**src/rtl/rgb2hsl_pkg.sv**
```systemverilog
// rgb to hsl converter: shared package
// holds parameter defaults and the dominant-channel sector code
`timescale 1ns / 1ps

package rgb2hsl_pkg;

  localparam int CHANNEL_BITS_DEF = 8;
  localparam int HUE_BITS_DEF     = 16;
  localparam int SAT_BITS_DEF     = 16;

  typedef enum logic [1:0] {
    SEC_RED,
    SEC_RED_WRAP,
    SEC_GREEN,
    SEC_BLUE
  } sector_t;

endpackage

```
**src/rtl/rgb_to_hsl_converter.sv**
```systemverilog
// rgb to hsl converter: top level
// uses rgb2hsl_pkg, rgb2hsl_front, rgb2hsl_div, rgb2hsl_obuf
// throughput: one pixel per clock while the output buffer has room; depth is set by the front stages plus the dividers
// s_tready drops only while the two-entry output buffer is full
// rst clears the valid bits and the output buffer; data registers are not reset
`timescale 1ns / 1ps

module rgb_to_hsl_converter #(
  parameter int CHANNEL_BITS = rgb2hsl_pkg::CHANNEL_BITS_DEF,
  parameter int HUE_BITS     = rgb2hsl_pkg::HUE_BITS_DEF,
  parameter int SAT_BITS     = rgb2hsl_pkg::SAT_BITS_DEF
) (
  input  logic clk,
  input  logic rst,
  input  logic s_tvalid,
  output logic s_tready,
  // red, green, blue
  input  logic [((3*CHANNEL_BITS+7)/8)*8-1:0] s_tdata,
  output logic m_tvalid,
  input  logic m_tready,
  // hue, saturation, lightness_sum
  output logic [((HUE_BITS+SAT_BITS+CHANNEL_BITS+1+7)/8)*8-1:0] m_tdata,
  // achromatic
  output logic m_tuser
);

  localparam int C     = CHANNEL_BITS;
  localparam int STEPS = (HUE_BITS > SAT_BITS) ? HUE_BITS : SAT_BITS;
  localparam int DEPTH = STEPS + 2;
  localparam int OUT_W = ((HUE_BITS+SAT_BITS+C+1+7)/8)*8;
  localparam int PAY_W = HUE_BITS + SAT_BITS + C + 2;

  logic             en, full;
  logic [DEPTH-1:0] valid;

  logic [C-1:0]        sat_rem, sat_div;
  logic [SAT_BITS-1:0] sat_low, sat_q;
  logic [C+2:0]        hue_rem, hue_div;
  logic [HUE_BITS-1:0] hue_q;
  logic [C:0]          sum_f;
  logic                achrom_f;

  logic [C:0]          sum_d    [STEPS+1];
  logic                achrom_d [STEPS+1];

  logic [PAY_W-1:0]    pay_in, pay_out;
  logic [HUE_BITS-1:0] hue_o;
  logic [SAT_BITS-1:0] sat_o;

  assign en       = !full;
  assign s_tready = en;

  always_ff @(posedge clk) begin
    if (rst) begin
      valid <= '0;
    end else if (en) begin
      valid <= {valid[DEPTH-2:0], s_tvalid};
    end
  end

  rgb2hsl_front #(
    .CHANNEL_BITS(C),
    .SAT_BITS    (SAT_BITS)
  ) u_front (
    .clk       (clk),
    .en        (en),
    .red       (s_tdata[C-1:0]),
    .green     (s_tdata[2*C-1:C]),
    .blue      (s_tdata[3*C-1:2*C]),
    .sat_rem   (sat_rem),
    .sat_low   (sat_low),
    .sat_div   (sat_div),
    .hue_rem   (hue_rem),
    .hue_div   (hue_div),
    .sum       (sum_f),
    .achromatic(achrom_f)
  );

  rgb2hsl_div #(
    .DIV_BITS (C),
    .QUOT_BITS(SAT_BITS),
    .STEPS    (STEPS)
  ) u_sat_div (
    .clk   (clk),
    .en    (en),
    .rem_in(sat_rem),
    .low_in(sat_low),
    .div_in(sat_div),
    .quot  (sat_q)
  );

  rgb2hsl_div #(
    .DIV_BITS (C + 3),
    .QUOT_BITS(HUE_BITS),
    .STEPS    (STEPS)
  ) u_hue_div (
    .clk   (clk),
    .en    (en),
    .rem_in(hue_rem),
    .low_in('0),
    .div_in(hue_div),
    .quot  (hue_q)
  );

  // lightness and flag ride alongside the dividers
  assign sum_d[0]    = sum_f;
  assign achrom_d[0] = achrom_f;

  for (genvar k = 0; k < STEPS; k++) begin : g_side
    logic [C:0] sum_r;
    logic       achrom_r;
    always_ff @(posedge clk) begin
      if (en) begin
        sum_r    <= sum_d[k];
        achrom_r <= achrom_d[k];
      end
    end
    assign sum_d[k+1]    = sum_r;
    assign achrom_d[k+1] = achrom_r;
  end

  assign pay_in = {achrom_d[STEPS], sum_d[STEPS], sat_q, hue_q};

  rgb2hsl_obuf #(
    .WIDTH(PAY_W)
  ) u_obuf (
    .clk      (clk),
    .rst      (rst),
    .push     (en && valid[DEPTH-1]),
    .push_data(pay_in),
    .full     (full),
    .out_valid(m_tvalid),
    .out_ready(m_tready),
    .out_data (pay_out)
  );

  assign hue_o   = pay_out[PAY_W-1] ? '0 : pay_out[HUE_BITS-1:0];
  assign sat_o   = pay_out[PAY_W-1] ? '0 : pay_out[HUE_BITS+SAT_BITS-1:HUE_BITS];
  assign m_tdata = OUT_W'({pay_out[PAY_W-2:HUE_BITS+SAT_BITS], sat_o, hue_o});
  assign m_tuser = pay_out[PAY_W-1];

endmodule

```
**src/rtl/rgb2hsl_front.sv**
```systemverilog
// rgb to hsl converter: two front stages (max/min, sector, divider operands)
// depends on rgb2hsl_pkg
`timescale 1ns / 1ps

module rgb2hsl_front #(
  parameter int CHANNEL_BITS = rgb2hsl_pkg::CHANNEL_BITS_DEF,
  parameter int SAT_BITS     = rgb2hsl_pkg::SAT_BITS_DEF
) (
  input  logic                      clk,
  input  logic                      en,
  input  logic [CHANNEL_BITS-1:0]   red,
  input  logic [CHANNEL_BITS-1:0]   green,
  input  logic [CHANNEL_BITS-1:0]   blue,
  output logic [CHANNEL_BITS-1:0]   sat_rem,
  output logic [SAT_BITS-1:0]       sat_low,
  output logic [CHANNEL_BITS-1:0]   sat_div,
  output logic [CHANNEL_BITS+2:0]   hue_rem,
  output logic [CHANNEL_BITS+2:0]   hue_div,
  output logic [CHANNEL_BITS:0]     sum,
  output logic                      achromatic
);

  localparam int C = CHANNEL_BITS;

  logic                red_max, green_max, red_min, green_min;
  logic [C-1:0]        hi, lo;
  rgb2hsl_pkg::sector_t sec_next;
  logic signed [C:0]   diff_next;

  logic [C-1:0]        spread_a;
  logic [C:0]          sum_a;
  rgb2hsl_pkg::sector_t sec_a;
  logic signed [C:0]   diff_a;
  logic                achrom_a;

  logic [C+2:0]        s2, s4, s6, base;
  logic signed [C+3:0] numer;
  logic [C:0]          denom_wide;
  logic [C+SAT_BITS-1:0] sat_num;

  // stage a: ordering of the channels
  always_comb begin
    red_max   = (red >= green) && (red >= blue);
    green_max = !red_max && (green >= blue);
    red_min   = (red <= green) && (red <= blue);
    green_min = !red_min && (green <= blue);
    hi = red_max ? red : (green_max ? green : blue);
    lo = red_min ? red : (green_min ? green : blue);
    if (red_max) begin
      diff_next = $signed({1'b0, green}) - $signed({1'b0, blue});
      sec_next  = (green < blue) ? rgb2hsl_pkg::SEC_RED_WRAP : rgb2hsl_pkg::SEC_RED;
    end else if (green_max) begin
      diff_next = $signed({1'b0, blue}) - $signed({1'b0, red});
      sec_next  = rgb2hsl_pkg::SEC_GREEN;
    end else begin
      diff_next = $signed({1'b0, red}) - $signed({1'b0, green});
      sec_next  = rgb2hsl_pkg::SEC_BLUE;
    end
  end

  always_ff @(posedge clk) begin
    if (en) begin
      spread_a <= hi - lo;
      sum_a    <= {1'b0, hi} + {1'b0, lo};
      sec_a    <= sec_next;
      diff_a   <= diff_next;
      achrom_a <= (hi == lo);
    end
  end

  // stage b: divider operands
  always_comb begin
    s2 = {2'b00, spread_a, 1'b0};
    s4 = {1'b0, spread_a, 2'b00};
    s6 = s2 + s4;
    unique case (sec_a)
      rgb2hsl_pkg::SEC_RED:      base = '0;
      rgb2hsl_pkg::SEC_RED_WRAP: base = s6;
      rgb2hsl_pkg::SEC_GREEN:    base = s2;
      rgb2hsl_pkg::SEC_BLUE:     base = s4;
      default:                   base = '0;
    endcase
    numer = $signed({1'b0, base}) + $signed({{3{diff_a[C]}}, diff_a});
    // above half scale the denominator folds back
    denom_wide = sum_a[C] ? ({{C{1'b1}}, 1'b0} - sum_a) : sum_a;
    sat_num = {spread_a, {SAT_BITS{1'b0}}} - {{SAT_BITS{1'b0}}, spread_a};
  end

  always_ff @(posedge clk) begin
    if (en) begin
      sat_rem    <= sat_num[C+SAT_BITS-1:SAT_BITS];
      sat_low    <= sat_num[SAT_BITS-1:0];
      sat_div    <= denom_wide[C-1:0];
      hue_rem    <= numer[C+2:0];
      hue_div    <= s6;
      sum        <= sum_a;
      achromatic <= achrom_a;
    end
  end

endmodule

```
**src/rtl/rgb2hsl_div.sv**
```systemverilog
// rgb to hsl: pipelined restoring divider, one quotient bit per work stage
// depends on rgb2hsl_pkg; shares the pipeline enable of the top level
`timescale 1ns / 1ps

module rgb2hsl_div #(
  parameter int DIV_BITS  = rgb2hsl_pkg::CHANNEL_BITS_DEF,
  parameter int QUOT_BITS = rgb2hsl_pkg::SAT_BITS_DEF,
  parameter int STEPS     = rgb2hsl_pkg::SAT_BITS_DEF
) (
  input  logic                 clk,
  input  logic                 en,
  input  logic [DIV_BITS-1:0]  rem_in,
  input  logic [QUOT_BITS-1:0] low_in,
  input  logic [DIV_BITS-1:0]  div_in,
  output logic [QUOT_BITS-1:0] quot
);

  logic [DIV_BITS-1:0]  rem [STEPS+1];
  logic [QUOT_BITS-1:0] low [STEPS+1];
  logic [DIV_BITS-1:0]  dv  [STEPS+1];
  logic [QUOT_BITS-1:0] qt  [STEPS+1];

  assign rem[0] = rem_in;
  assign low[0] = low_in;
  assign dv[0]  = div_in;
  assign qt[0]  = '0;

  for (genvar k = 0; k < STEPS; k++) begin : g_step
    localparam int BIT = STEPS - 1 - k;
    logic [DIV_BITS-1:0]  rem_r;
    logic [QUOT_BITS-1:0] low_r;
    logic [DIV_BITS-1:0]  dv_r;
    logic [QUOT_BITS-1:0] qt_r;

    if (BIT < QUOT_BITS) begin : g_work
      logic [DIV_BITS:0] trial;
      logic              ge;
      assign trial = {rem[k], low[k][BIT]};
      assign ge    = trial >= {1'b0, dv[k]};
      always_ff @(posedge clk) begin
        if (en) begin
          rem_r <= ge ? DIV_BITS'(trial - {1'b0, dv[k]}) : trial[DIV_BITS-1:0];
          qt_r  <= {qt[k][QUOT_BITS-2:0], ge};
          low_r <= low[k];
          dv_r  <= dv[k];
        end
      end
    end else begin : g_wait
      always_ff @(posedge clk) begin
        if (en) begin
          rem_r <= rem[k];
          qt_r  <= qt[k];
          low_r <= low[k];
          dv_r  <= dv[k];
        end
      end
    end

    assign rem[k+1] = rem_r;
    assign low[k+1] = low_r;
    assign dv[k+1]  = dv_r;
    assign qt[k+1]  = qt_r;
  end

  assign quot = qt[STEPS];

endmodule

```
**src/rtl/rgb2hsl_obuf.sv**
```systemverilog
// rgb to hsl converter: two-entry output buffer between pipeline and output port
// stand-alone
`timescale 1ns / 1ps

module rgb2hsl_obuf #(
  parameter int WIDTH = 8
) (
  input  logic             clk,
  input  logic             rst,
  input  logic             push,
  input  logic [WIDTH-1:0] push_data,
  output logic             full,
  output logic             out_valid,
  input  logic             out_ready,
  output logic [WIDTH-1:0] out_data
);

  logic [WIDTH-1:0] entry [2];
  logic             wptr, rptr;
  logic [1:0]       count, count_next;
  logic             pop;

  assign pop       = out_valid && out_ready;
  assign out_valid = (count != 2'd0);
  assign full      = count[1];
  assign out_data  = entry[rptr];

  always_comb begin
    unique case ({push, pop})
      2'b10:   count_next = count + 2'd1;
      2'b01:   count_next = count - 2'd1;
      default: count_next = count;
    endcase
  end

  always_ff @(posedge clk) begin
    if (rst) begin
      count <= '0;
      wptr  <= 1'b0;
      rptr  <= 1'b0;
    end else begin
      count <= count_next;
      if (push) wptr <= !wptr;
      if (pop) rptr <= !rptr;
    end
  end

  always_ff @(posedge clk) begin
    if (push) entry[wptr] <= push_data;
  end

endmodule

```
**config.mk**
```make
export PLATFORM = sky130hd
export DESIGN_NAME = rgb_to_hsl_converter
export DESIGN_NICKNAME = d
export VERILOG_FILES = /design/src/rtl/rgb2hsl_pkg.sv /design/src/rtl/rgb_to_hsl_converter.sv /design/src/rtl/rgb2hsl_front.sv /design/src/rtl/rgb2hsl_div.sv /design/src/rtl/rgb2hsl_obuf.sv
export SDC_FILE = /design/constraint.sdc
export NUM_CORES = 2
export LEC_CHECK = 0
export ABC_AREA = 1
export BUFFER_PORTS_ARGS = -buffer_cell sky130_fd_sc_hd__buf_4
export CAP_MARGIN = 30
export CORE_MARGIN = 4
export CORE_UTILIZATION = 40
export DETAILED_ROUTE_END_ITERATION = 7
export GPL_TIMING_DRIVEN = 0
export SYNTH_ARGS = -nofsm -noshare
export SYNTH_HDL_FRONTEND = slang
export SYNTH_SLANG_ARGS = --single-unit
```
**constraint.sdc**
```tcl
create_clock -name clk -period 35.2 [get_ports clk]
set_clock_uncertainty 0.15 [all_clocks]
set_input_delay 1.76 -clock clk [delete_from_list [all_inputs] [get_ports clk]]
set_output_delay 1.76 -clock clk [all_outputs]
set_load 0.01 [all_outputs]
```
# After elaboration in Yosys (flattened, before gate mapping)
# Memory sizes are Yosys's and may differ from the RTL's. A register that Yosys moved wholly into a read port is not among the register bits.
# Cells that the tools add are included.
# W data, S select, Z words.
dict set report totals {
  reg_bits 1237
  ramBits 84
  word_cells 319
  output_inout_bits 51
  in_bits 28
  n_memories 1
}
dict set report classes {
  n_reduce_logical 14
  eq_ne 6
  n_addsub 41
  n_lt_le_gt_ge 39
  muxes 48
}
# name depth word_bits rd rd_clocked_by_memory_dff wr line
set memory_table {}
lappend memory_table {u_obuf.entry 2 42 1 1 1 rgb2hsl_obuf.sv:18} ;# logic [WIDTH-1:0] entry [2];
# op n
set ops {}
lappend ops {{$ge A12 B11 Y1} 16}
lappend ops {{$mux W11} 15}
lappend ops {{$sub A11 B11 Y11} 15}
lappend ops {{$mux W8} 20}
lappend ops {{$ge A9 B8 Y1} 16}
lappend ops {{$sub A8 B8 Y8} 16}
lappend ops {{$pmux W11 S4} 1}
lappend ops {{$mux W16} 2}
lappend ops {{$sub A8 B8 Y9} 3}
lappend ops {{$ge A8 B8 Y1} 3}
lappend ops {{$le A8 B8 Y1} 3}
lappend ops {{$sub A24 B8 Y24} 1}
lappend ops {{$mux W9} 2}
lappend ops {{$add A11 B9 Y11} 1}
lappend ops {{$add A9 B10 Y11} 1}
lappend ops {{$add A8 B8 Y9} 1}
lappend ops {{$eq A8 B8 Y1} 1}
lappend ops {{$lt A8 B8 Y1} 1}
lappend ops {{$sub A8 B8 Y8 const A} 1}
lappend ops {{$eq A2 B2 Y1 const B} 3}
lappend ops {{$logic_and A1 B1 Y1} 6}
lappend ops {{$mux W1} 6}
lappend ops {{$logic_not A1 Y1} 5}
lappend ops {{$eq A2 B1 Y1 const B} 2}
lappend ops {{6 further kinds} 7}

# Logic depth before layout (Yosys ltp)
dict set report logic_depth {
  word_depth 7
  mapped_depth 24
  mapped_depth_nobuf 23
}

# Modules after synthesis
# A second synthesis with hierarchy kept.
dict set report unflattened {
  cells_unflattened 6583
  area_unflattened_um2 71878.9
}
# module seq_area_each_um2 n_inst area_each_um2 cells_per_inst
set by_module_without_submodules {}
lappend by_module_without_submodules {{rgb2hsl_div (u_hue_div)} 17596.9 1 32045.7 3108}
lappend by_module_without_submodules {{rgb2hsl_div (u_sat_div)} 14894.3 1 23874.1 2184}
lappend by_module_without_submodules {rgb2hsl_front 2582.5 1 6623.9 773}
lappend by_module_without_submodules {rgb_to_hsl_converter 5165.0 1 5865.6 351}
lappend by_module_without_submodules {rgb2hsl_obuf 2622.5 1 3469.6 167}

# Worst setup path after synthesis
# No wires, ideal clock.
dict set report synth_path {
  kind {reg-to-reg}
  startpoint {register u_obuf.count[1]}
  endpoint {register g_side[0].achrom_r, enable pin}
  t_arrival_ps 30659
  synth_period_minus_slack_ps 32730
  path_stages_with_launch 3
  setup_ps 1920
  slack_ps 2470
  path_cell_list {dfxtp_1 -> inv_1 -> clkbuf_1}
}
# item line
set synth_rtl {}
lappend synth_rtl {{start: declaration} rgb2hsl_obuf.sv:20} ;# logic [1:0] count, count_next;
lappend synth_rtl {{start signal: assignment} rgb2hsl_obuf.sv:42} ;# count <= count_next;
lappend synth_rtl {{end signal: assignment} rgb_to_hsl_converter.sv:115} ;# achrom_r <= achrom_d[k];
lappend synth_rtl {{end: declaration} rgb_to_hsl_converter.sv:111} ;# logic achrom_r;
# No word-level cell between the ends.

==> run metrics <==
status finished clean; fin cells 7,244; GP Congestion 0.907; clk root buf clkbuf_16; Min Hold Slack 0.252 ns; std cell rows 139; via count 34,500; R2R Setup Slk 31.71 ns; ys async rst share 0%; crit path max-delay cell type o21ai_1; Die ar. 151,000 sq um; Pre-antenna DRT Iters 5; crit path launch type flip-flop; diodes inserted 0; CTS resizes 0; Netlist Area Pre-Place 57,900 sq um; initial antenna violation count 1; Seq/Total Area, Yosys 63.1%; P_int around 0.0046 W; Max clock buf depth 3; Final Power 0.00719 W; Switching Fraction a little over a third; DRC 0; unrepaired setup endpoints after global routing no; synthesized area per cell about 12 sq um; Routed met3 length 3980 microns; largest net degree at the start of global routing 73; # Max-Cap Violations 0; Synth Register Bits 1,223; Remaining Overflow, GRT 0; Routed WL per cell 14.3 microns; Worst VDD drop slightly below 0.00006 V; Inst Count DP 6,998; fin crit share roughly 14%; setup TNS 0 ns; YS warnings 0; final hold vios 0; Die Y 388 microns; worst reg2reg endpoint u_hue_div.g_step[4].rem_r[7]; Clock Power Share 20.2%; drt first-iter violations 1,932; P_leak 28.7 nW; critical path type flip-flop to output pin; Synth Instances 4,996; Synth area leaders edfxtp_1, ha_1, nand2_1, inv_1, a21oi_1; Arrival @ worst endpoint roughly 3.2 ns; vias in the first global route 34,735; Buffers & Inverters on Critical Path 4; CP endpoint kind output pin; hold_buf cts 0; Die W about 390 microns; crit-path max FO 10; PortBufs slightly above 70; Max Slew Vio Count 0; Total Routing Usage GR around 14%; met2 wire len 51,400 microns; endpoints failing setup 0; P_sw 0.00260 W; critical path data required time 33.29 ns; Final #Nets 5,653; worst skew pair latency 0.75 ns; Slew HR between 40% and 50%; power density over the cells 109 nW/um^2; TritonCTS Buffers 136; min Tclk post-route 5.09 ns; Hold Path Sink u_hue_div.g_step[7].qt_r[2]; Top Family by Delay on Critical Path buffers and inverters; hold path cells 0; top sig layer met4; ys flop type edfxtp_1; flip-flop and latch area 36,500 sq um; worst r2r src u_obuf.count[1]; Seq pwr share 40.2%; Multi-input gate area 18,100 sq um; post-synthesis cell type count between 50 and 60; fmax roughly 200 MHz; antenna viol nets, final 0; final core utilization 46.0%; I/O pin count 79; clk sink count 1,223; hpwl dp 75,200 microns; CORE AREA approximately 140,000 sq um; crit-path cells clkbuf_1 > o21ai_1 > clkbuf_1 > nand2_1 > inv_1 > buf_4; Hold Startpoint u_hue_div.g_step[6].qt_r[1]; Hold Path Class flip-flop to flip-flop; Synth top area share between 60% and 70%; global-route wire length before repair 171,000 microns; Worst Tran Pin Value roughly 0.85 ns; H-tree levels 4; postcts setup bufs 0; clock transition at the registers of the reported paths 0.06 ns; CTS tree yes; Comb pwr share 39.6%; wl on met1 44,100 microns; Synth area leader edfxtp_1; layout cells sized above 1 8.48%; Post-synth EDFFs 1,200; Area growth syn-to-layout 14.1%; Starting Density 40.3%; Crit path top cell by count clkbuf_1; largest stage delay on the critical path 0.75 ns; vias per cell approximately 4.8; FF-to-FF path depth 8; wirelength, routed 103,000 microns; fill cell count 12,961
## cell type report
cell class,count,area share (%)
clock inverter,85,1.63
inverter,770,4.38
sequential,1223,55.3
clock buffer,161,5.43
timing repair buffer,93,1.66
multi-input combinational,2949,27.5
tap,1903,3.61
buffer,60,0.574
## layout by cell type, fill, tap and decap left out, types with 12 or more instances in the layout
cell type	instances
edfxtp_1	1200
nand2_1	963
inv_1	763
ha_1	357
a21oi_1	282
nand3_1	276
nor2_1	265
o21ai_0	206
xor2_1	144
clkbuf_16	140
buf_4	102
xnor2_1	71
nand4_1	61
mux2_2	41
fa_1	35
clkbuf_1	32
a21o_1	29
a31oi_1	28
or2_2	28
clkinv_1	24
dfxtp_1	23
nand3b_1	20
bufinv_16	20
nor3_1	19
clkinv_2	17
buf_16	17
nand4_2	16
buf_2	15
and2_1	15
a21boi_0	13
o211ai_1	12
## worst max path at each step
stage,startpoint,end,slack [ns],depth (start not counted)
finish,flip-flop,m_tdata[26],30.11,6
global route,flip-flop,m_tdata[21],29.77,7
CTS,flip-flop,m_tdata[21],29.85,6
floorplan,u_obuf.count[1],g_side[0].achrom_r,2.47,2
global placement,u_obuf.count[1],s_tready,-11.91,3
detailed placement,s_tdata[14],u_front.sum_a[6],29.75,19
## state kept, by name, indices dropped and copies added (netlist names), 13 cells and up, named ones only
signal	count
u_sat_div.g_step.dv_r	105
g_side.achrom_r	16
g_side.sum_r	133
u_sat_div.g_step.low_r	108
u_hue_div.quot	16
u_sat_div.g_step.qt_r	120
valid	18
u_obuf.entry	84
u_sat_div.quot	16
u_hue_div.g_step.rem_r	150
u_sat_div.g_step.rem_r	120
u_hue_div.g_step.qt_r	120
u_front.sat_low	13
u_hue_div.g_step.dv_r	126
## logic make-up after synthesis
logic type                 after synthesis  synth area share [%]
adders and majority gates              392                  8.93
DFF                                   1223                  63.1
buffers and inverters                  830                  5.64
and+or+nand+nor                       1688                  12.6
other                                    1               0.00648
xor gates and xnor gates               215                  3.26
AOI/OAI and AO/OA                      605                  5.68
muxes                                   42                 0.815
## per-layer routing
layer  vias up  track usage (%)
met2       593             24.4
met1     16090             16.4
li1      17593                -
met5         -                0
met3       224             2.69
met4         0             5.73
## cells in the mapped netlist, drive strengths merged, types with 2 or more instances
master and count:
o221ai 5, o21bai 8, mux2 41, fa 35, nand4 77, a21o 29, and2 22, edfxtp 1200
nand3b 20, ha 357, xor2 144, a21oi 286, buf 48, a31oi 28, o21a 4, o211ai 12
o21ai 211, clkbuf 12, nor2 270, o22ai 2, nand3 280, nand2 968, a21boi 15, a211oi 2
nor4 2, dfxtp 23, nor3 19, inv 769, or2 29, xnor2 71
## stage by stage
step	setup WS [ns]	instance area, sq um
6_report	30.11	66000
5_1_grt	29.77	66000
4_1_cts	29.85	66000
3_5_place_dp	29.75	61400
3_3_place_gp	-11.91	60800
2_1_floorplan	2.47	57900
## power by group through the flow
| stage | clock [W] | sequential (W) | combinational, W |
|---|---|---|---|
| CTS | 0.00150 | 0.00290 | 0.00286 |
| floorplan | 0 | 0.00278 | 0.00226 |
| global placement | 0 | 0.00290 | 0.00279 |
| global route | 0.00156 | 0.00297 | 0.00329 |
| finish | 0.00145 | 0.00289 | 0.00285 |
| detailed placement | 0 | 0.00293 | 0.00284 |
(Power assumes the default switching activity.)
